--- src/hdl/r64enc_pkg.sv ---
`timescale 1ns / 1ps
// ----------------------------------------------------------------------------
// r64enc_pkg
// Shared types and the character map for the radix-64 stream encoder.
// ----------------------------------------------------------------------------
package r64enc_pkg;

  localparam logic [6:0] PadChar   = 7'h3D;  // '='
  localparam logic [6:0] DashChar  = 7'h2D;  // '-'
  localparam logic [6:0] UnderChar = 7'h5F;  // '_'
  localparam logic [6:0] DigitBase = 7'h30;  // '0'
  localparam logic [6:0] UpperBase = 7'h41;  // 'A'
  localparam logic [6:0] LowerBase = 7'h61;  // 'a'

  localparam int unsigned QueueDepth = 2;

  typedef struct packed {
    logic [7:0] in_byte;
    logic       in_last;
  } in_t;

  typedef struct packed {
    logic [6:0] out_char;
    logic       out_last;
  } out_t;

  // One finished group: 24-bit word, number of '=' pads, last flag.
  typedef struct packed {
    logic [23:0] word;
    logic [1:0]  pads;
    logic        last;
  } group_t;

  function automatic logic [6:0] map_sextet(input logic [5:0] v);
    logic [6:0] c;
    if (v <= 6'd9) begin
      c = DigitBase + {1'b0, v};
    end else if (v <= 6'd35) begin
      c = UpperBase + ({1'b0, v} - 7'd10);
    end else if (v <= 6'd61) begin
      c = LowerBase + ({1'b0, v} - 7'd36);
    end else if (v == 6'd62) begin
      c = DashChar;
    end else begin
      c = UnderChar;
    end
    return c;
  endfunction

endpackage

--- src/hdl/r64enc_front.sv ---
`timescale 1ns / 1ps
// ----------------------------------------------------------------------------
// r64enc_front
// Accepts bytes, collects them into groups of three and pushes each finished
// (or final partial) group into the queue.
// ----------------------------------------------------------------------------
module r64enc_front (
  input  logic                clk_i,
  input  logic                rst_ni,
  input  logic                in_valid_i,
  output logic                in_ready_o,
  input  r64enc_pkg::in_t     in_i,
  output logic                push_valid_o,
  input  logic                push_ready_i,
  output r64enc_pkg::group_t  push_o
);

  logic [7:0] first_q, first_d;
  logic [7:0] second_q, second_d;
  logic [1:0] fill_q, fill_d;
  logic       xfer;

  assign in_ready_o = push_ready_i;
  assign xfer       = in_valid_i && in_ready_o;

  always_comb begin
    first_d      = first_q;
    second_d     = second_q;
    fill_d       = fill_q;
    push_valid_o = 1'b0;
    push_o.word  = {in_i.in_byte, 16'h0000};
    push_o.pads  = 2'd2;
    push_o.last  = 1'b1;
    unique case (fill_q)
      2'd1: begin
        push_o.word = {first_q, in_i.in_byte, 8'h00};
        push_o.pads = 2'd1;
        if (xfer) begin
          push_valid_o = in_i.in_last;
          second_d     = in_i.in_byte;
          fill_d       = in_i.in_last ? 2'd0 : 2'd2;
        end
      end
      2'd2: begin
        push_o.word = {first_q, second_q, in_i.in_byte};
        push_o.pads = 2'd0;
        push_o.last = in_i.in_last;
        if (xfer) begin
          push_valid_o = 1'b1;
          fill_d       = 2'd0;
        end
      end
      default: begin
        if (xfer) begin
          push_valid_o = in_i.in_last;
          first_d      = in_i.in_byte;
          fill_d       = in_i.in_last ? 2'd0 : 2'd1;
        end
      end
    endcase
  end

  always_ff @(posedge clk_i or negedge rst_ni) begin
    if (!rst_ni) begin
      fill_q <= 2'd0;
    end else begin
      fill_q <= fill_d;
    end
  end

  always_ff @(posedge clk_i) begin
    first_q  <= first_d;
    second_q <= second_d;
  end

endmodule

--- src/hdl/r64enc_queue.sv ---
`timescale 1ns / 1ps
// ----------------------------------------------------------------------------
// r64enc_queue
// Two-entry group queue between the byte front end and the character back end.
// ----------------------------------------------------------------------------
module r64enc_queue (
  input  logic                clk_i,
  input  logic                rst_ni,
  input  logic                push_valid_i,
  output logic                push_ready_o,
  input  r64enc_pkg::group_t  push_i,
  output logic                pop_valid_o,
  input  logic                pop_ready_i,
  output r64enc_pkg::group_t  pop_o
);

  r64enc_pkg::group_t mem_q [r64enc_pkg::QueueDepth];
  logic       wr_ptr_q, rd_ptr_q;
  logic [1:0] cnt_q;
  logic       do_push, do_pop;

  assign push_ready_o = (cnt_q != 2'(r64enc_pkg::QueueDepth));
  assign pop_valid_o  = (cnt_q != 2'd0);
  assign pop_o        = mem_q[rd_ptr_q];
  assign do_push      = push_valid_i && push_ready_o;
  assign do_pop       = pop_valid_o && pop_ready_i;

  always_ff @(posedge clk_i or negedge rst_ni) begin
    if (!rst_ni) begin
      wr_ptr_q <= 1'b0;
      rd_ptr_q <= 1'b0;
      cnt_q    <= 2'd0;
    end else begin
      if (do_push) begin
        wr_ptr_q <= ~wr_ptr_q;
      end
      if (do_pop) begin
        rd_ptr_q <= ~rd_ptr_q;
      end
      cnt_q <= cnt_q + 2'(do_push) - 2'(do_pop);
    end
  end

  always_ff @(posedge clk_i) begin
    if (do_push) begin
      mem_q[wr_ptr_q] <= push_i;
    end
  end

endmodule

--- src/hdl/r64enc_back.sv ---
`timescale 1ns / 1ps
// ----------------------------------------------------------------------------
// r64enc_back
// Takes one group at a time from the queue and sends its four characters,
// one per transfer, with '=' padding and the last mark.
// ----------------------------------------------------------------------------
module r64enc_back (
  input  logic                clk_i,
  input  logic                rst_ni,
  input  logic                pop_valid_i,
  output logic                pop_ready_o,
  input  r64enc_pkg::group_t  pop_i,
  output logic                out_valid_o,
  input  logic                out_ready_i,
  output r64enc_pkg::out_t    out_o
);

  r64enc_pkg::group_t grp_q;
  logic       act_q;
  logic [1:0] idx_q;
  logic [5:0] sextet;
  logic       is_pad;
  logic       done;

  assign out_valid_o = act_q;
  assign done        = act_q && out_ready_i && (idx_q == 2'd3);
  assign pop_ready_o = !act_q || done;

  always_comb begin
    unique case (idx_q)
      2'd0:    sextet = grp_q.word[23:18];
      2'd1:    sextet = grp_q.word[17:12];
      2'd2:    sextet = grp_q.word[11:6];
      default: sextet = grp_q.word[5:0];
    endcase
  end

  assign is_pad         = ({1'b0, idx_q} >= (3'd4 - {1'b0, grp_q.pads}));
  assign out_o.out_char = is_pad ? r64enc_pkg::PadChar : r64enc_pkg::map_sextet(sextet);
  assign out_o.out_last = grp_q.last && (idx_q == 2'd3);

  always_ff @(posedge clk_i or negedge rst_ni) begin
    if (!rst_ni) begin
      act_q <= 1'b0;
      idx_q <= 2'd0;
    end else begin
      if (pop_ready_o) begin
        act_q <= pop_valid_i;
        idx_q <= 2'd0;
      end else if (out_ready_i) begin
        idx_q <= idx_q + 2'd1;
      end
    end
  end

  always_ff @(posedge clk_i) begin
    if (pop_ready_o && pop_valid_i) begin
      grp_q <= pop_i;
    end
  end

endmodule

--- src/hdl/radix64_stream_encoder.sv ---
`timescale 1ns / 1ps
// ----------------------------------------------------------------------------
// radix64_stream_encoder
// Byte stream to radix-64 characters (0-9, A-Z, a-z, '-', '_'), '=' padded.
// ----------------------------------------------------------------------------
//  channel | ports                              | payload
//  --------+------------------------------------+--------------------------
//  in      | in_valid_i, in_ready_o, in_i       | in_byte[7:0], in_last
//  out     | out_valid_o, out_ready_i, out_o    | out_char[6:0], out_last
//
//  One byte per cycle is taken while the two-entry group queue has room.
//  The output port sends one character per cycle while out_ready_i is high,
//  so a full group of three bytes gives four characters.
//  A group's first character shows once it has passed the queue and grp_q.
//  Reset clears the byte fill count, queue pointers and output valid.
//  Output stalls back up through the queue to in_ready_o.
// ----------------------------------------------------------------------------
module radix64_stream_encoder (
  input  logic              clk_i,
  input  logic              rst_ni,
  input  logic              in_valid_i,
  output logic              in_ready_o,
  input  r64enc_pkg::in_t   in_i,
  output logic              out_valid_o,
  input  logic              out_ready_i,
  output r64enc_pkg::out_t  out_o
);

  logic               push_valid, push_ready;
  logic               pop_valid, pop_ready;
  r64enc_pkg::group_t push_grp, pop_grp;

  r64enc_front u_front (
    .clk_i        (clk_i),
    .rst_ni       (rst_ni),
    .in_valid_i   (in_valid_i),
    .in_ready_o   (in_ready_o),
    .in_i         (in_i),
    .push_valid_o (push_valid),
    .push_ready_i (push_ready),
    .push_o       (push_grp)
  );

  r64enc_queue u_queue (
    .clk_i        (clk_i),
    .rst_ni       (rst_ni),
    .push_valid_i (push_valid),
    .push_ready_o (push_ready),
    .push_i       (push_grp),
    .pop_valid_o  (pop_valid),
    .pop_ready_i  (pop_ready),
    .pop_o        (pop_grp)
  );

  r64enc_back u_back (
    .clk_i        (clk_i),
    .rst_ni       (rst_ni),
    .pop_valid_i  (pop_valid),
    .pop_ready_o  (pop_ready),
    .pop_i        (pop_grp),
    .out_valid_o  (out_valid_o),
    .out_ready_i  (out_ready_i),
    .out_o        (out_o)
  );

  // A last byte always closes a group.
  a_last_pushes: assert property (@(posedge clk_i) disable iff (!rst_ni)
    (in_valid_i && in_ready_o && in_i.in_last) |-> push_valid)
    else $error("last byte did not push a group");

  // No group is pushed into a full queue.
  a_no_overflow: assert property (@(posedge clk_i) disable iff (!rst_ni)
    push_valid |-> push_ready)
    else $error("group pushed into full queue");

  // A pad that is not the final character is followed by another character.
  a_pad_continues: assert property (@(posedge clk_i) disable iff (!rst_ni)
    (out_valid_o && (out_o.out_char == r64enc_pkg::PadChar) && !out_o.out_last)
      |=> out_valid_o)
    else $error("padding sequence broken");

  // Pad groups only occur on the final group of a message.
  a_pads_last: assert property (@(posedge clk_i) disable iff (!rst_ni)
    (push_valid && (push_grp.pads != 2'd0)) |-> push_grp.last)
    else $error("padded group not marked last");

endmodule

--- config.mk ---
export PLATFORM = sky130hd
export DESIGN_NAME = radix64_stream_encoder
export DESIGN_NICKNAME = d
export VERILOG_FILES = /design/src/hdl/r64enc_pkg.sv /design/src/hdl/r64enc_front.sv /design/src/hdl/r64enc_queue.sv /design/src/hdl/r64enc_back.sv /design/src/hdl/radix64_stream_encoder.sv
export SDC_FILE = /design/constraint.sdc
export NUM_CORES = 1
export LEC_CHECK = 0
export ABC_AREA = 1
export BUFFER_PORTS_ARGS = -buffer_cell sky130_fd_sc_hd__buf_2
export CORE_MARGIN = 5
export CORE_UTILIZATION = 35
export CTS_CLUSTER_SIZE = 30
export DETAILED_ROUTE_END_ITERATION = 16
export SYNTH_ARGS = -nofsm -noshare
export SYNTH_HDL_FRONTEND = slang
export SYNTH_SLANG_ARGS = --single-unit
--- constraint.sdc ---
create_clock -name clk_i -period 4 [get_ports clk_i]
set_clock_uncertainty 0.2 [all_clocks]
set_input_delay 0.2 -clock clk_i [delete_from_list [all_inputs] [get_ports clk_i]]
set_output_delay 0.2 -clock clk_i [all_outputs]
set_load 0.005 [all_outputs]
; Word-level counts from Yosys, hierarchy flattened
; Memories as Yosys holds them, arrays and structs flattened. A register that Yosys moved wholly into a read port is not among the register bits.
; Cells that the tools add are included.
[totals]
regBits = 25
mem_bits_rw = 54
inputBits = 13
mem_count = 1
[memory_table]
columns = memory, words, width, rd, rd_clocked_by_memory_dff, write_ports, line_no
row1 = u_queue.mem_q, 2, 27, 1, 1, 1, r64enc_queue.sv:17  ; r64enc_pkg::group_t mem_q [r64enc_pkg::QueueDepth];
[classes]
n_addsub = 9
order_cmp = 4
n_eq_ne = 7
mux = 21
n_bitwise = 3
n_reduce_logical = 14
[op_table]
columns = cell, n
row1 = $pmux 26 s2, 1
row2 = $mux 7, 5
row3 = $pmux 6 s3, 1
row4 = $add 7x7->7 const A, 2
row5 = $le 6x6->1 const B, 2
row6 = $mux 2, 6
row7 = $add 6x6->7 const A, 1
row8 = $mux 1, 7
row9 = $sub 6x4->7 const B, 1
row10 = $sub 6x6->7 const B, 1
row11 = $eq 2x2->1 const B, 3
row12 = $eq 6x6->1 const B, 1
row13 = $le 6x4->1 const B, 1
row14 = $logic_and 1x1->1, 6
row15 = $eq 2x1->1 const B, 2
row16 = $pmux 2 s2, 1
row17 = $reduce_and 2->1, 2
row18 = $reduce_bool 2->1, 2
row19 = $ge 2x3->1, 1
row20 = $not 1->1, 3
row21 = $sub 3x2->3 const A, 1
row22 = $add 2x1->2, 1
row23 = $add 2x1->2 const B, 1
row24 = $logic_not 2->1, 1
row25 = 5 further kinds, 5

; Depth between registers and ports, before layout
; Gate-level depths: netlist (run 1).
[logic_depth]
ltp_word = 8
ltp_mapped = 14
depth_no_buf = 14

; Cells and area by module
; From an unflattened synthesis (run 1), not the netlist that was laid out.
[hier_totals]
hier_cells = 467
hier_area_um2 = 4976.0
[modules_own_cells]
columns = module, instances, cells_each, area_per_inst_um2, seq_area_each_um2
row1 = r64enc_queue, 1, 172, 2208.4, 1721.7
row2 = r64enc_back, 1, 184, 1729.2, 885.8
row3 = r64enc_front, 1, 111, 1038.5, 530.5

; Worst setup path before layout (run 1)
; Ideal clock, no wire load.
[synth_timing]
path_type = register to register
startpoint = register u_back.idx_q[1]
endpoint = register u_queue.cnt_q[1]
setup_ns = 0.079
t_arrival_ns = 3.255
required_ns = 3.721
setup_slack_ns = 0.466
stages_incl_launch_ff = 12
path_cell_list = dfrtp_1 -> ha_1 -> inv_2 -> buf_6 -> nand2_1 -> nand2_1 -> a21oi_1 -> ha_1 -> inv_1 -> ha_1 -> xnor2_1 -> xor2_1
[synth_via]
elab_chain_cells = 5
[synth_lines]
columns = item, line_no
row1 = start: declaration, r64enc_back.sv:20  ; logic [1:0] idx_q;
row2 = start signal: assignment, r64enc_back.sv:51  ; idx_q <= idx_q + 2'd1;
row3 = $eq 2x2->1, r64enc_back.sv:26  ; assign done = act_q && out_ready_i && (idx_q == 2'd3);
row4 = $logic_and 1x1->1, r64enc_back.sv:26
row5 = $logic_or 1x1->1, r64enc_back.sv:27  ; assign pop_ready_o = !act_q || done;
row6 = $logic_and 1x1->1, r64enc_queue.sv:26  ; assign do_pop = pop_valid_o && pop_ready_i;
row7 = via u_queue.do_pop, r64enc_queue.sv:20  ; logic do_push, do_pop;
row8 = $sub 2x1->2, r64enc_queue.sv:40  ; cnt_q <= cnt_q + 2'(do_push) - 2'(do_pop);
row9 = end signal: assignment, r64enc_queue.sv:40
row10 = end: declaration, r64enc_queue.sv:19  ; logic [1:0] cnt_q;
; The timed path passes the listed nets, and every way through them passes these cells.
; A chain may end at the register's enable or synchronous reset.

==> report_table.html, run 1 <==
<table>
<tr><th>Metric</th><th>Value</th></tr>
<tr><th colspan="2">Timing</th></tr>
<tr><td>Final hold slack</td><td>42.7 ps</td></tr>
<tr><td>Max-slew violation count</td><td>0</td></tr>
<tr><td>Tightest Pin Transition</td><td>1160 ps</td></tr>
<tr><td>Worst setup margin</td><td>950 ps</td></tr>
<tr><td>Setup TNS</td><td>0 ps</td></tr>
<tr><td>Unrepaired setup endpoints after global routing</td><td>false</td></tr>
<tr><td>Setup Viol. Count Final</td><td>0</td></tr>
<tr><td>Clock period minus final worst setup slack</td><td>3050 ps</td></tr>
<tr><td>Maximum frequency from static timing analysis</td><td>328 MHz</td></tr>
<tr><td>Share of the cycle needed by the critical path after routing</td><td>0.763</td></tr>
<tr><td>Final hold violations</td><td>0</td></tr>
<tr><td>Tightest slew margin relative to the limit</td><td>0.223</td></tr>
<tr><th colspan="2">Worst setup path</th></tr>
<tr><td>Logic depth of the worst path, buffers included</td><td>15</td></tr>
<tr><td>Critical Path AT</td><td>2650 ps</td></tr>
<tr><td>CP Max Fanout</td><td>9</td></tr>
<tr><td>Worst stage delay on the critical path</td><td>400 ps</td></tr>
<tr><td>Slowest library cell on the worst path</td><td>sky130_fd_sc_hd__dfrtp_1</td></tr>
<tr><td>Critical path buffer and inverter count</td><td>3</td></tr>
<tr><td>Worst-path cell chain</td><td>inv_1 &gt; ha_1 &gt; nand2_1 &gt; nand2_1 &gt; nor2_1 &gt; nor2_2 &gt; inv_1 &gt; ha_1 &gt; nand2_1 &gt; nand3_2 &gt; nand2_4 &gt; nand2_1 &gt; nor2_2 &gt; nand3_1 &gt; buf_2</td></tr>
<tr><td>Kind of end point of the critical path</td><td>primary output</td></tr>
<tr><td>Data required time at the worst endpoint</td><td>3600 ps</td></tr>
<tr><td>Register-to-Register Path Depth</td><td>4</td></tr>
<tr><td>Class of the most critical setup path</td><td>flop to primary output</td></tr>
<tr><td>Cell family with the largest share of critical-path delay</td><td>simple AND/OR/NAND/NOR gates</td></tr>
<tr><td>Cell repeated most along the worst path</td><td>sky130_fd_sc_hd__nand2_1</td></tr>
<tr><td>CP startpoint kind</td><td>flop</td></tr>
<tr><th colspan="2">Power and ir drop</th></tr>
<tr><td>Total power density per cell area</td><td>741 mW/mm^2</td></tr>
<tr><td>Leakage power figure</td><td>2.15 nW</td></tr>
<tr><td>Total Power</td><td>4.00 mW</td></tr>
<tr><td>Peak supply drop</td><td>0.290 mV</td></tr>
<tr><th colspan="2">Clocking</th></tr>
<tr><td>Clock Tree Buf Depth</td><td>2</td></tr>
<tr><td>Clock Pin Slew Worst Setup and Hold Paths</td><td>60 ps</td></tr>
<tr><td>Clock network latency to the later pin of the worst-skew pair</td><td>340 ps</td></tr>
<tr><td>Num Clock Sinks</td><td>106</td></tr>
<tr><td>Clock H-tree levels</td><td>3</td></tr>
<tr><td>Clock tree from TritonCTS</td><td>yes</td></tr>
<tr><td>Clock Tree Root</td><td>sky130_fd_sc_hd__clkbuf_16</td></tr>
<tr><td>TritonCTS Buffers</td><td>9</td></tr>
<tr><th colspan="2">Route</th></tr>
<tr><td>Routed Antenna Nets</td><td>0</td></tr>
<tr><td>Final routed wirelength across all metal layers</td><td>8190 um</td></tr>
<tr><td>DRC violation total after the first TritonRoute iteration</td><td>155</td></tr>
<tr><td>Post-route DRC</td><td>0</td></tr>
<tr><td>Via density</td><td>4.46</td></tr>
<tr><td>TritonRoute pass-1 iters</td><td>5</td></tr>
<tr><td>DR vias</td><td>2700</td></tr>
<tr><td>Per-cell routed wire length</td><td>13.5 um</td></tr>
<tr><th colspan="2">Cells and area</th></tr>
<tr><td>Final cell area excluding filler cells</td><td>0.00539 mm^2</td></tr>
<tr><td>Final Instance Count excl. Fillers</td><td>605</td></tr>
<tr><td>Commonest cells after routing, fill and taps aside</td><td>sky130_fd_sc_hd__nand2_1 (103), sky130_fd_sc_hd__edfxtp_1 (97), sky130_fd_sc_hd__inv_1 (35), sky130_fd_sc_hd__mux2_2 (27)</td></tr>
<tr><td>Fraction of final layout cells sized beyond drive strength 1</td><td>0.200</td></tr>
<tr><td>Antenna fix cells</td><td>0</td></tr>
<tr><td>Fill count</td><td>1269</td></tr>
<tr><td>Most common cell after layout, fill and taps aside</td><td>sky130_fd_sc_hd__nand2_1</td></tr>
<tr><td>Fin nets</td><td>454</td></tr>
<tr><td>Core Util, Final</td><td>0.407</td></tr>
<tr><td>Relative area change from synthesis to final layout</td><td>13.9%</td></tr>
<tr><th colspan="2">Synth</th></tr>
<tr><td>Mapped Area</td><td>0.00473 mm^2</td></tr>
<tr><td>Ranking of synthesized cells by area</td><td>sky130_fd_sc_hd__edfxtp_1 (62%), sky130_fd_sc_hd__nand2_1 (8.2%), sky130_fd_sc_hd__mux2_2 (6.4%), sky130_fd_sc_hd__dfrtp_1 (4.8%), sky130_fd_sc_hd__ha_1 (4.0%)</td></tr>
<tr><td>Post-synth top area share</td><td>0.615</td></tr>
<tr><td>Number of nets in the synthesized netlist</td><td>418</td></tr>
<tr><td>Sequential cell area fraction in the yosys report</td><td>0.663</td></tr>
<tr><td>Synth area leader</td><td>sky130_fd_sc_hd__edfxtp_1</td></tr>
<tr><td>Number of unique standard cell types used by synthesis</td><td>33</td></tr>
<tr><td>Average cell area after synthesis</td><td>12.1 um^2</td></tr>
<tr><td>Cells after Synth</td><td>390</td></tr>
<tr><td>Synthesis-stage register bit count</td><td>106</td></tr>
<tr><td>Warnings, synthesis</td><td>0</td></tr>
<tr><th colspan="2">Global routing</th></tr>
<tr><td>Initial antenna violation count</td><td>0</td></tr>
<tr><td>Maximum number of pins on one net before global-route repair</td><td>29</td></tr>
<tr><td>Overflow after GRT</td><td>0</td></tr>
<tr><td>First-pass GRT wire length</td><td>13600 um</td></tr>
<tr><td>Vias in the first global route</td><td>2693</td></tr>
<tr><td>Global router's overall resource usage</td><td>0.107</td></tr>
<tr><th colspan="2">Min path</th></tr>
<tr><td>Number of instances on the worst hold path</td><td>4</td></tr>
<tr><td>Classification of the worst-slack hold path</td><td>primary input to flop</td></tr>
<tr><th colspan="2">Die</th></tr>
<tr><td>Die footprint</td><td>0.0159 mm^2</td></tr>
<tr><td>Die outline width</td><td>126 um</td></tr>
<tr><td>Std-Cell Rows</td><td>42</td></tr>
<tr><td>Number of top-level pins</td><td>23</td></tr>
<tr><td>Core box area</td><td>0.0132 mm^2</td></tr>
<tr><td>Vertical extent of the die</td><td>126 um</td></tr>
<tr><td>Initial standard-cell utilization of the core</td><td>0.357</td></tr>
<tr><th colspan="2">Run status</th></tr>
<tr><td>Status</td><td>complete, no violations</td></tr>
<tr><th colspan="2">Place</th></tr>
<tr><td>Routability cong.</td><td>0.781</td></tr>
<tr><td>Area of placed instances</td><td>0.00504 mm^2</td></tr>
<tr><td>IO Port Bufs</td><td>22</td></tr>
<tr><td>Placed wire-length estimate</td><td>5840 um</td></tr>
<tr><td>DP Cell Count</td><td>581</td></tr>
<tr><td>Setup slack after placement</td><td>1300 ps</td></tr>
<tr><th colspan="2">Job</th></tr>
<tr><td>Count of max-cap constraint violations</td><td>0</td></tr>
</table>
==> state kept, by name, indices dropped and copies added (netlist names), 2 cells and up <==
signal / count
u_queue.mem_q: 54
u_back.idx_q: 2
u_front.second_q: 8
u_queue.cnt_q: 2
u_front.first_q: 8
u_front.fill_q: 2
u_back.grp_q: 27
==> repair_timing <==
action / CTS / global route
resized for setup: 0 / 0
endpoints found under the hold margin: 26 / 0
hold buffers: 10 / 0
buffers inserted: 0 / 0
==> where the power goes <==
| part | internal, mW | leakage, nW | switching [mW] | total (mW) |
|---|---|---|---|---|
| registers | 1.53 | 1.00 | 0.116 | 1.64 |
| logic | 0.603 | 1.03 | 0.991 | 1.59 |
| clock network | 0.410 | 0.122 | 0.348 | 0.759 |
==> cells by family after synthesis <==
logic type / after synthesis / synth area share
buffers and inverters: 49 / 0.0420
AOI/OAI and AO/OA: 29 / 0.0370
DFF: 106 / 0.663
muxes: 27 / 0.0642
and+or+nand+nor: 159 / 0.145
adders and majority gates: 15 / 0.0397
xor gates and xnor gates: 5 / 0.00925
==> worst paths after layout <==
kind | endpoint | slack, ps | from
setup / recovery | out_o[6] | 950 | u_back.idx_q[0]
hold / removal | u_back.idx_q[1] | 40 | out_ready_i
setup reg to reg | u_front.first_q[4] | 1450 | u_front.fill_q[0]
hold reg to reg | u_queue.wr_ptr_q | 320 | u_queue.wr_ptr_q
max in group asynchronous | u_back.out_valid_o | 3350 | rst_ni
min in group asynchronous | u_queue.cnt_q[0] | 50 | rst_ni
==> Yosys cell counts, drive strengths merged <==
| master | instances |
|---|---|
| a21boi | 1 |
| a21oi | 13 |
| buf | 5 |
| clkbuf | 5 |
| clkinv | 1 |
| dfrtp | 9 |
| edfxtp | 97 |
| ha | 15 |
| inv | 38 |
| mux2 | 27 |
| nand2 | 107 |
| nand3 | 24 |
| nand3b | 1 |
| nand4 | 2 |
| nor2 | 23 |
| o211ai | 1 |
| o21ai | 10 |
| o21bai | 4 |
| or2 | 2 |
| xnor2 | 1 |
| xor2 | 4 |
==> tightest hold or removal path, cell delays in order <==
cell	delay (ps)
sky130_fd_sc_hd__buf_2	70
sky130_fd_sc_hd__inv_1	30
sky130_fd_sc_hd__nand2_1	140
sky130_fd_sc_hd__o21ai_0	90
==> routing by layer <==
layer	GRT usage	share of wire	vias up
met4	0.0492	0.020	0
met5	0	0	-
met2	0.165	0.45	37
li1	-	-	1400
met3	0.0198	0.026	12
met1	0.148	0.50	1251
==> layout make-up <==
class | count | area [um^2] | share of cell area
clock buffers | 10 | 229 | 0.0425
clock inverters | 4 | 21.3 | 0.00394
inverters | 39 | 146 | 0.0271
multi-input cells | 235 | 1410 | 0.261
flip-flops and latches | 106 | 3140 | 0.582
well taps | 176 | 220 | 0.0408
repair buffers | 35 | 233 | 0.0432
(Power assumes the default switching activity.)
==> inputs of run 2 (changes only) <==
- clock period: 4 -> 3.02 ns (I/O delays scaled with it)
==> run 2 against run 1 <==
  * Clock power rose by 32%
  * Wire length is 1.4% lower
  * Sequential share of layout area is 1.5 points lower
  * Final cell count up 1.7%
  * Critical path depth did not move
  * Critical endpoint unchanged
  * Largest power group is now combinational logic
==> report_table.html, run 2 (same netlist as run 1, synthesis figures left out) <==
<table>
<tr><th>Metric</th><th>Value</th></tr>
<tr><th colspan="2">Cells and area</th></tr>
<tr><td>Most common cell after layout, fill and taps aside</td><td>sky130_fd_sc_hd__nand2_1</td></tr>
<tr><td>Flip-flop and latch area</td><td>0.00314 mm^2</td></tr>
<tr><td>Largest register by flop count</td><td>u_queue.mem_q</td></tr>
<tr><td>Fraction of final layout cells sized beyond drive strength 1</td><td>0.228</td></tr>
<tr><td>Fin nets</td><td>463</td></tr>
<tr><td>Core Util, Final</td><td>0.418</td></tr>
<tr><td>Total area of multi-input combinational cells</td><td>0.00146 mm^2</td></tr>
<tr><td>Number of flip-flops under the largest register name</td><td>54</td></tr>
<tr><td>Final cell area excluding filler cells</td><td>0.00554 mm^2</td></tr>
<tr><td>Relative area change from synthesis to final layout</td><td>16.9%</td></tr>
<tr><td>Commonest cells after routing, fill and taps aside</td><td>sky130_fd_sc_hd__nand2_1 (103), sky130_fd_sc_hd__edfxtp_1 (97), sky130_fd_sc_hd__inv_1 (33), sky130_fd_sc_hd__mux2_2 (27), sky130_fd_sc_hd__buf_2 (22)</td></tr>
<tr><td>Antenna fix cells</td><td>0</td></tr>
<tr><td>Fill count</td><td>1248</td></tr>
<tr><td>Top Registers</td><td>u_queue.mem_q x54, u_back.grp_q x27</td></tr>
<tr><th colspan="2">Worst setup path</th></tr>
<tr><td>Critical Path AT</td><td>2460 ps</td></tr>
<tr><td>CP Max Fanout</td><td>9</td></tr>
<tr><td>Worst-path cell chain</td><td>inv_2 &gt; ha_4 &gt; nand2_1 &gt; nand2_1 &gt; nor2_2 &gt; nor2_4 &gt; inv_1 &gt; ha_1 &gt; nand2_1 &gt; nand3_2 &gt; nand2_4 &gt; nand2_1 &gt; nor2_2 &gt; nand3_1 &gt; buf_2</td></tr>
<tr><td>Kind of end point of the critical path</td><td>primary output</td></tr>
<tr><td>Slowest library cell on the worst path</td><td>sky130_fd_sc_hd__dfrtp_2</td></tr>
<tr><td>Worst stage delay on the critical path</td><td>450 ps</td></tr>
<tr><td>Class of the most critical setup path</td><td>flop to primary output</td></tr>
<tr><td>CP startpoint kind</td><td>flop</td></tr>
<tr><td>Cell repeated most along the worst path</td><td>sky130_fd_sc_hd__nand2_1</td></tr>
<tr><td>Data required time at the worst endpoint</td><td>2670 ps</td></tr>
<tr><th colspan="2">Route</th></tr>
<tr><td>TritonRoute pass-1 iters</td><td>4</td></tr>
<tr><td>DRC violation total after the first TritonRoute iteration</td><td>151</td></tr>
<tr><td>Via density</td><td>4.49</td></tr>
<tr><td>Per-cell routed wire length</td><td>13.1 um</td></tr>
<tr><td>Post-route DRC</td><td>0</td></tr>
<tr><td>DR vias</td><td>2764</td></tr>
<tr><td>Routed Antenna Nets</td><td>0</td></tr>
<tr><td>Final routed wirelength across all metal layers</td><td>8080 um</td></tr>
<tr><th colspan="2">Global routing</th></tr>
<tr><td>Maximum number of pins on one net before global-route repair</td><td>29</td></tr>
<tr><td>Overflow after GRT</td><td>0</td></tr>
<tr><td>First-pass GRT wire length</td><td>13600 um</td></tr>
<tr><td>Met2 track demand over resource</td><td>0.172</td></tr>
<tr><td>Global router's overall resource usage</td><td>0.107</td></tr>
<tr><td>GR met1 Demand/Resource</td><td>0.142</td></tr>
<tr><td>Global routing's busiest layer</td><td>met2</td></tr>
<tr><td>Vias in the first global route</td><td>2756</td></tr>
<tr><td>Initial antenna violation count</td><td>0</td></tr>
<tr><td>M3 GR Usage</td><td>0.0135</td></tr>
<tr><th colspan="2">Timing</th></tr>
<tr><td>Maximum frequency from static timing analysis</td><td>356 MHz</td></tr>
<tr><td>Tightest slew margin relative to the limit</td><td>0.510</td></tr>
<tr><td>Setup Viol. Count Final</td><td>0</td></tr>
<tr><td>Max-slew violation count</td><td>0</td></tr>
<tr><td>Unrepaired setup endpoints after global routing</td><td>false</td></tr>
<tr><td>Share of the cycle needed by the critical path after routing</td><td>0.930</td></tr>
<tr><td>Tightest Pin Transition</td><td>732 ps</td></tr>
<tr><td>Clock period minus final worst setup slack</td><td>2810 ps</td></tr>
<tr><td>Final hold violations</td><td>0</td></tr>
<tr><td>Setup TNS</td><td>0 ps</td></tr>
<tr><td>Final hold slack</td><td>21.5 ps</td></tr>
<tr><th colspan="2">Place</th></tr>
<tr><td>Placed wire-length estimate</td><td>5680 um</td></tr>
<tr><td>Routability cong.</td><td>0.842</td></tr>
<tr><td>IO Port Bufs</td><td>22</td></tr>
<tr><td>Area of placed instances</td><td>0.00507 mm^2</td></tr>
<tr><th colspan="2">Power and ir drop</th></tr>
<tr><td>Leakage power figure</td><td>2.19 nW</td></tr>
<tr><td>Peak supply drop</td><td>0.412 mV</td></tr>
<tr><td>Total power density per cell area</td><td>981 mW/mm^2</td></tr>
<tr><th colspan="2">Die</th></tr>
<tr><td>Initial standard-cell utilization of the core</td><td>0.357</td></tr>
<tr><td>Die outline width</td><td>126 um</td></tr>
<tr><td>Number of top-level pins</td><td>23</td></tr>
<tr><td>Die footprint</td><td>0.0159 mm^2</td></tr>
<tr><td>Std-Cell Rows</td><td>42</td></tr>
<tr><td>Core box area</td><td>0.0132 mm^2</td></tr>
<tr><td>Vertical extent of the die</td><td>126 um</td></tr>
<tr><th colspan="2">Clocking</th></tr>
<tr><td>Clock H-tree levels</td><td>3</td></tr>
<tr><td>Clock tree from TritonCTS</td><td>yes</td></tr>
<tr><td>Clock Tree Root</td><td>sky130_fd_sc_hd__clkbuf_16</td></tr>
<tr><td>Num Clock Sinks</td><td>106</td></tr>
<tr><td>Clock network latency to the later pin of the worst-skew pair</td><td>340 ps</td></tr>
<tr><td>Clock Tree Buf Depth</td><td>2</td></tr>
<tr><td>TritonCTS Buffers</td><td>9</td></tr>
<tr><td>Clock Pin Slew Worst Setup and Hold Paths</td><td>60 ps</td></tr>
<tr><th colspan="2">Run status</th></tr>
<tr><td>Status</td><td>complete, no violations</td></tr>
<tr><th colspan="2">Min path</th></tr>
<tr><td>Classification of the worst-slack hold path</td><td>primary input to flop</td></tr>
<tr><th colspan="2">Job</th></tr>
<tr><td>Count of max-cap constraint violations</td><td>0</td></tr>
</table>
==> run 2: cell types whose count changed in the layout (fill, tap and decap cells not counted), sizes merged <==
cell / previous run / this run
dlygate4sd3: 10 / 14
clkbuf: 10 / 11
buf: 25 / 30
==> run 2: what timing repair did <==
action	CTS	global route
endpoints found under the setup margin	0	7
hold buffers	14	0
resized for setup	0	17
hold endpoints to repair	53	0
setup buffers	0	1
==> run 2: area by class of cell <==
cell class	instances	area share
Timing Repair Buffer	44	0.0561
Inverter	39	0.0278
Clock inverter	4	0.00362
Clock buffer	11	0.0420
Sequential cell	106	0.567
Multi-Input combinational cell	235	0.263
Tap cell	176	0.0398
==> run 2: path summary, 6_finish.rpt <==
| kind | to | slack [ps] | cells after the start | startpoint |
|---|---|---|---|---|
| max | out_o[6] | 210 | 15 | u_back.idx_q[1] |
| min reg2reg | u_queue.wr_ptr_q | 330 | 1 | u_queue.wr_ptr_q |
| max reg2reg | u_front.fill_q[0] | 790 | 8 | u_front.fill_q[0] |
| min in group asynchronous | u_queue.rd_ptr_q | 540 | 3 | rst_ni |
| max in group asynchronous | u_front.fill_q[1] | 1280 | 4 | rst_ni |
| min | u_back.out_valid_o | 20 | 4 | out_ready_i |
==> run 2: through the flow <==
| stage | std cells | worst slack [ps] | power, mW |
|---|---|---|---|
| 2_1_floorplan | 390 | 54.2 | 3.78 |
| 3_3_place_gp | 585 | 508 | 4.31 |
| 3_5_place_dp | 585 | 385 | 4.35 |
| 4_1_cts | 614 | 20.1 | 5.40 |
| 5_1_grt | 615 | 17.0 | 5.86 |
| 6_report | 615 | 212 | 5.43 |
==> run 2: report_power, final <==
part | leakage [nW] | total (mW) | switching [mW] | internal [mW]
logic | 1.07 | 2.31 | 1.42 | 0.888
clock network | 0.120 | 1.00 | 0.453 | 0.547
registers | 0.998 | 2.12 | 0.0939 | 2.03
==> run 2: layer usage <==
metal,share of wire,wire (um)
met5,0,0
met4,0.026,206
met3,0.033,264
met2,0.47,3790
met1,0.47,3820
==> run 2: worst max-delay path, delay by kind of cell (launching register included) <==
family / cells / cell delay, ps
AND/OR/NAND/NOR: 10 / 930
adder cells (fa/ha/maj): 2 / 400
buffers and inverters: 3 / 360
flip-flops: 1 / 450
==> inputs of run 3 (changes only) <==
- BUFFER_PORTS_ARGS: -buffer_cell sky130_fd_sc_hd__buf_2 -> -buffer_cell sky130_fd_sc_hd__clkbuf_2
==> run 3 against run 2 <==
  * Clock power grew 11%
  * Final cell count grew 0.16%
  * Combinational power is essentially flat
  * Global-route usage grew 0.19 points
  * First-iteration DRC count grew 41%
  * Via count is the same
  * Worst hold slack gained 9.8 ps
  * Sequential power is essentially flat
  * Critical endpoint is now out_o[2]
  * Largest power group unchanged
  * Highest routed layer unchanged
==> report_table.html, run 3 (same netlist as run 1, synthesis figures left out) <==
<table>
<tr><th>Metric</th><th>Value</th></tr>
<tr><th colspan="2">Run status</th></tr>
<tr><td>Status</td><td>complete, no violations</td></tr>
<tr><th colspan="2">Cells and area</th></tr>
<tr><td>Number of flip-flops under the largest register name</td><td>54</td></tr>
<tr><td>Final Instance Count excl. Fillers</td><td>616</td></tr>
<tr><td>Core Util, Final</td><td>0.421</td></tr>
<tr><td>Most common cell after layout, fill and taps aside</td><td>sky130_fd_sc_hd__nand2_1</td></tr>
<tr><td>Largest register by flop count</td><td>u_queue.mem_q</td></tr>
<tr><td>Final cell area excluding filler cells</td><td>0.00557 mm^2</td></tr>
<tr><td>Top Registers</td><td>u_queue.mem_q x54, u_back.grp_q x27</td></tr>
<tr><td>Relative area change from synthesis to final layout</td><td>17.7%</td></tr>
<tr><td>Fin nets</td><td>463</td></tr>
<tr><td>Fraction of final layout cells sized beyond drive strength 1</td><td>0.241</td></tr>
<tr><td>Commonest cells after routing, fill and taps aside</td><td>sky130_fd_sc_hd__nand2_1 (102), sky130_fd_sc_hd__edfxtp_1 (97), sky130_fd_sc_hd__inv_1 (32), sky130_fd_sc_hd__mux2_2 (27), sky130_fd_sc_hd__clkbuf_2 (22)</td></tr>
<tr><td>Antenna fix cells</td><td>0</td></tr>
<tr><td>Fill count</td><td>1258</td></tr>
<tr><th colspan="2">Global routing</th></tr>
<tr><td>Global router's overall resource usage</td><td>0.109</td></tr>
<tr><td>Vias in the first global route</td><td>2762</td></tr>
<tr><td>Maximum number of pins on one net before global-route repair</td><td>29</td></tr>
<tr><td>Initial antenna violation count</td><td>0</td></tr>
<tr><td>Overflow after GRT</td><td>0</td></tr>
<tr><td>First-pass GRT wire length</td><td>13900 um</td></tr>
<tr><th colspan="2">Timing</th></tr>
<tr><td>Tightest Pin Transition</td><td>742 ps</td></tr>
<tr><td>Maximum frequency from static timing analysis</td><td>355 MHz</td></tr>
<tr><td>Final hold violations</td><td>0</td></tr>
<tr><td>Final hold slack</td><td>31.3 ps</td></tr>
<tr><td>Max-slew violation count</td><td>0</td></tr>
<tr><td>Tightest slew margin relative to the limit</td><td>0.504</td></tr>
<tr><td>Setup Viol. Count Final</td><td>0</td></tr>
<tr><td>Clock period minus final worst setup slack</td><td>2820 ps</td></tr>
<tr><td>Worst setup margin</td><td>203 ps</td></tr>
<tr><td>Share of the cycle needed by the critical path after routing</td><td>0.933</td></tr>
<tr><td>Setup TNS</td><td>0 ps</td></tr>
<tr><th colspan="2">Die</th></tr>
<tr><td>Core box area</td><td>0.0132 mm^2</td></tr>
<tr><td>Die outline width</td><td>126 um</td></tr>
<tr><td>Number of top-level pins</td><td>23</td></tr>
<tr><td>Die footprint</td><td>0.0159 mm^2</td></tr>
<tr><td>Std-Cell Rows</td><td>42</td></tr>
<tr><td>Initial standard-cell utilization of the core</td><td>0.357</td></tr>
<tr><td>Vertical extent of the die</td><td>126 um</td></tr>
<tr><th colspan="2">Worst setup path</th></tr>
<tr><td>Worst stage delay on the critical path</td><td>460 ps</td></tr>
<tr><td>Data required time at the worst endpoint</td><td>2670 ps</td></tr>
<tr><td>Critical Path AT</td><td>2470 ps</td></tr>
<tr><td>CP startpoint kind</td><td>flop</td></tr>
<tr><td>Worst-path cell chain</td><td>ha_2 &gt; inv_4 &gt; nand2_1 &gt; nor2_1 &gt; nor2_2 &gt; buf_4 &gt; ha_1 &gt; inv_1 &gt; nand3_1 &gt; inv_1 &gt; nand3_2 &gt; nand2_1 &gt; nand3_1 &gt; a21oi_2 &gt; clkbuf_2</td></tr>
<tr><td>Worst setup slack for register-to-register paths</td><td>760 ps</td></tr>
<tr><td>Class of the most critical setup path</td><td>flop to primary output</td></tr>
<tr><td>Cell family with the largest share of critical-path delay</td><td>simple AND/OR/NAND/NOR gates</td></tr>
<tr><td>Slowest library cell on the worst path</td><td>sky130_fd_sc_hd__dfrtp_2</td></tr>
<tr><td>Kind of end point of the critical path</td><td>primary output</td></tr>
<tr><td>CP Max Fanout</td><td>12</td></tr>
<tr><td>Critical path buffer and inverter count</td><td>5</td></tr>
<tr><th colspan="2">Power and ir drop</th></tr>
<tr><td>Total Power</td><td>5.57 mW</td></tr>
<tr><td>Peak supply drop</td><td>0.389 mV</td></tr>
<tr><td>Total power density per cell area</td><td>1000 mW/mm^2</td></tr>
<tr><td>Leakage power figure</td><td>2.21 nW</td></tr>
<tr><th colspan="2">Route</th></tr>
<tr><td>Routed Antenna Nets</td><td>0</td></tr>
<tr><td>Per-cell routed wire length</td><td>13.4 um</td></tr>
<tr><td>Final routed wirelength across all metal layers</td><td>8230 um</td></tr>
<tr><td>TritonRoute pass-1 iters</td><td>4</td></tr>
<tr><td>Via density</td><td>4.49</td></tr>
<tr><td>Post-route DRC</td><td>0</td></tr>
<tr><td>DR vias</td><td>2764</td></tr>
<tr><td>DRC violation total after the first TritonRoute iteration</td><td>213</td></tr>
<tr><th colspan="2">Clocking</th></tr>
<tr><td>Num Clock Sinks</td><td>106</td></tr>
<tr><td>Clock H-tree levels</td><td>3</td></tr>
<tr><td>Clock Tree Root</td><td>sky130_fd_sc_hd__clkbuf_16</td></tr>
<tr><td>TritonCTS Buffers</td><td>9</td></tr>
<tr><td>Clock network latency to the later pin of the worst-skew pair</td><td>340 ps</td></tr>
<tr><td>Clock tree from TritonCTS</td><td>yes</td></tr>
<tr><td>Clock Tree Buf Depth</td><td>2</td></tr>
<tr><td>Clock Pin Slew Worst Setup and Hold Paths</td><td>70 ps</td></tr>
<tr><th colspan="2">Place</th></tr>
<tr><td>IO Port Bufs</td><td>22</td></tr>
<tr><td>Placed wire-length estimate</td><td>5870 um</td></tr>
<tr><td>DP Cell Count</td><td>585</td></tr>
<tr><td>Setup slack after placement</td><td>366 ps</td></tr>
<tr><td>Area of placed instances</td><td>0.00507 mm^2</td></tr>
<tr><td>Routability cong.</td><td>0.834</td></tr>
<tr><th colspan="2">Min path</th></tr>
<tr><td>Classification of the worst-slack hold path</td><td>primary input to asynchronous set/reset pin</td></tr>
<tr><th colspan="2">Job</th></tr>
<tr><td>Count of max-cap constraint violations</td><td>0</td></tr>
</table>
==> run 3: worst paths after layout <==
kind | startpoint | end | cells after the start
max | u_back.idx_q[0] | out_o[2] | 15
min | rst_ni | u_queue.rd_ptr_q | 2
max reg2reg | u_front.fill_q[0] | u_front.fill_q[0] | 8
min reg2reg | u_queue.wr_ptr_q | u_queue.wr_ptr_q | 1
max in group asynchronous | rst_ni | u_back.idx_q[0] | 2
min in group clk_i | u_queue.wr_ptr_q | u_queue.wr_ptr_q | 1
==> run 3: layer usage <==
metal	wire, um	vias up	GRT usage
met5	0	-	0
met4	186	0	0.0461
met3	196	13	0.0193
met2	3890	37	0.175
met1	3950	1298	0.147
li1	-	1416	-
==> run 3: repair_timing <==
action	CTS	global route
endpoints found under the hold margin	50	0
hold buffers	13	0
setup buffers	0	2
resized for setup	2	16
endpoints found under the setup margin	1	7
pin swaps	0	1
==> run 3: power by group <==
| part | switching [mW] | internal [mW] | total, mW |
|---|---|---|---|
| clock network | 0.471 | 0.640 | 1.11 |
| logic | 1.44 | 0.894 | 2.33 |
| registers | 0.0968 | 2.03 | 2.12 |
==> run 3: cell type report <==
type | instances | area (um^2) | share of cell area
sequential | 106 | 3140 | 0.564
multi-input combinational | 235 | 1460 | 0.262
timing repair buffer | 44 | 308 | 0.0553
clock buffer | 11 | 233 | 0.0418
tap | 176 | 220 | 0.0395
inverter | 39 | 151 | 0.0272
clock inverter | 5 | 55.1 | 0.00989
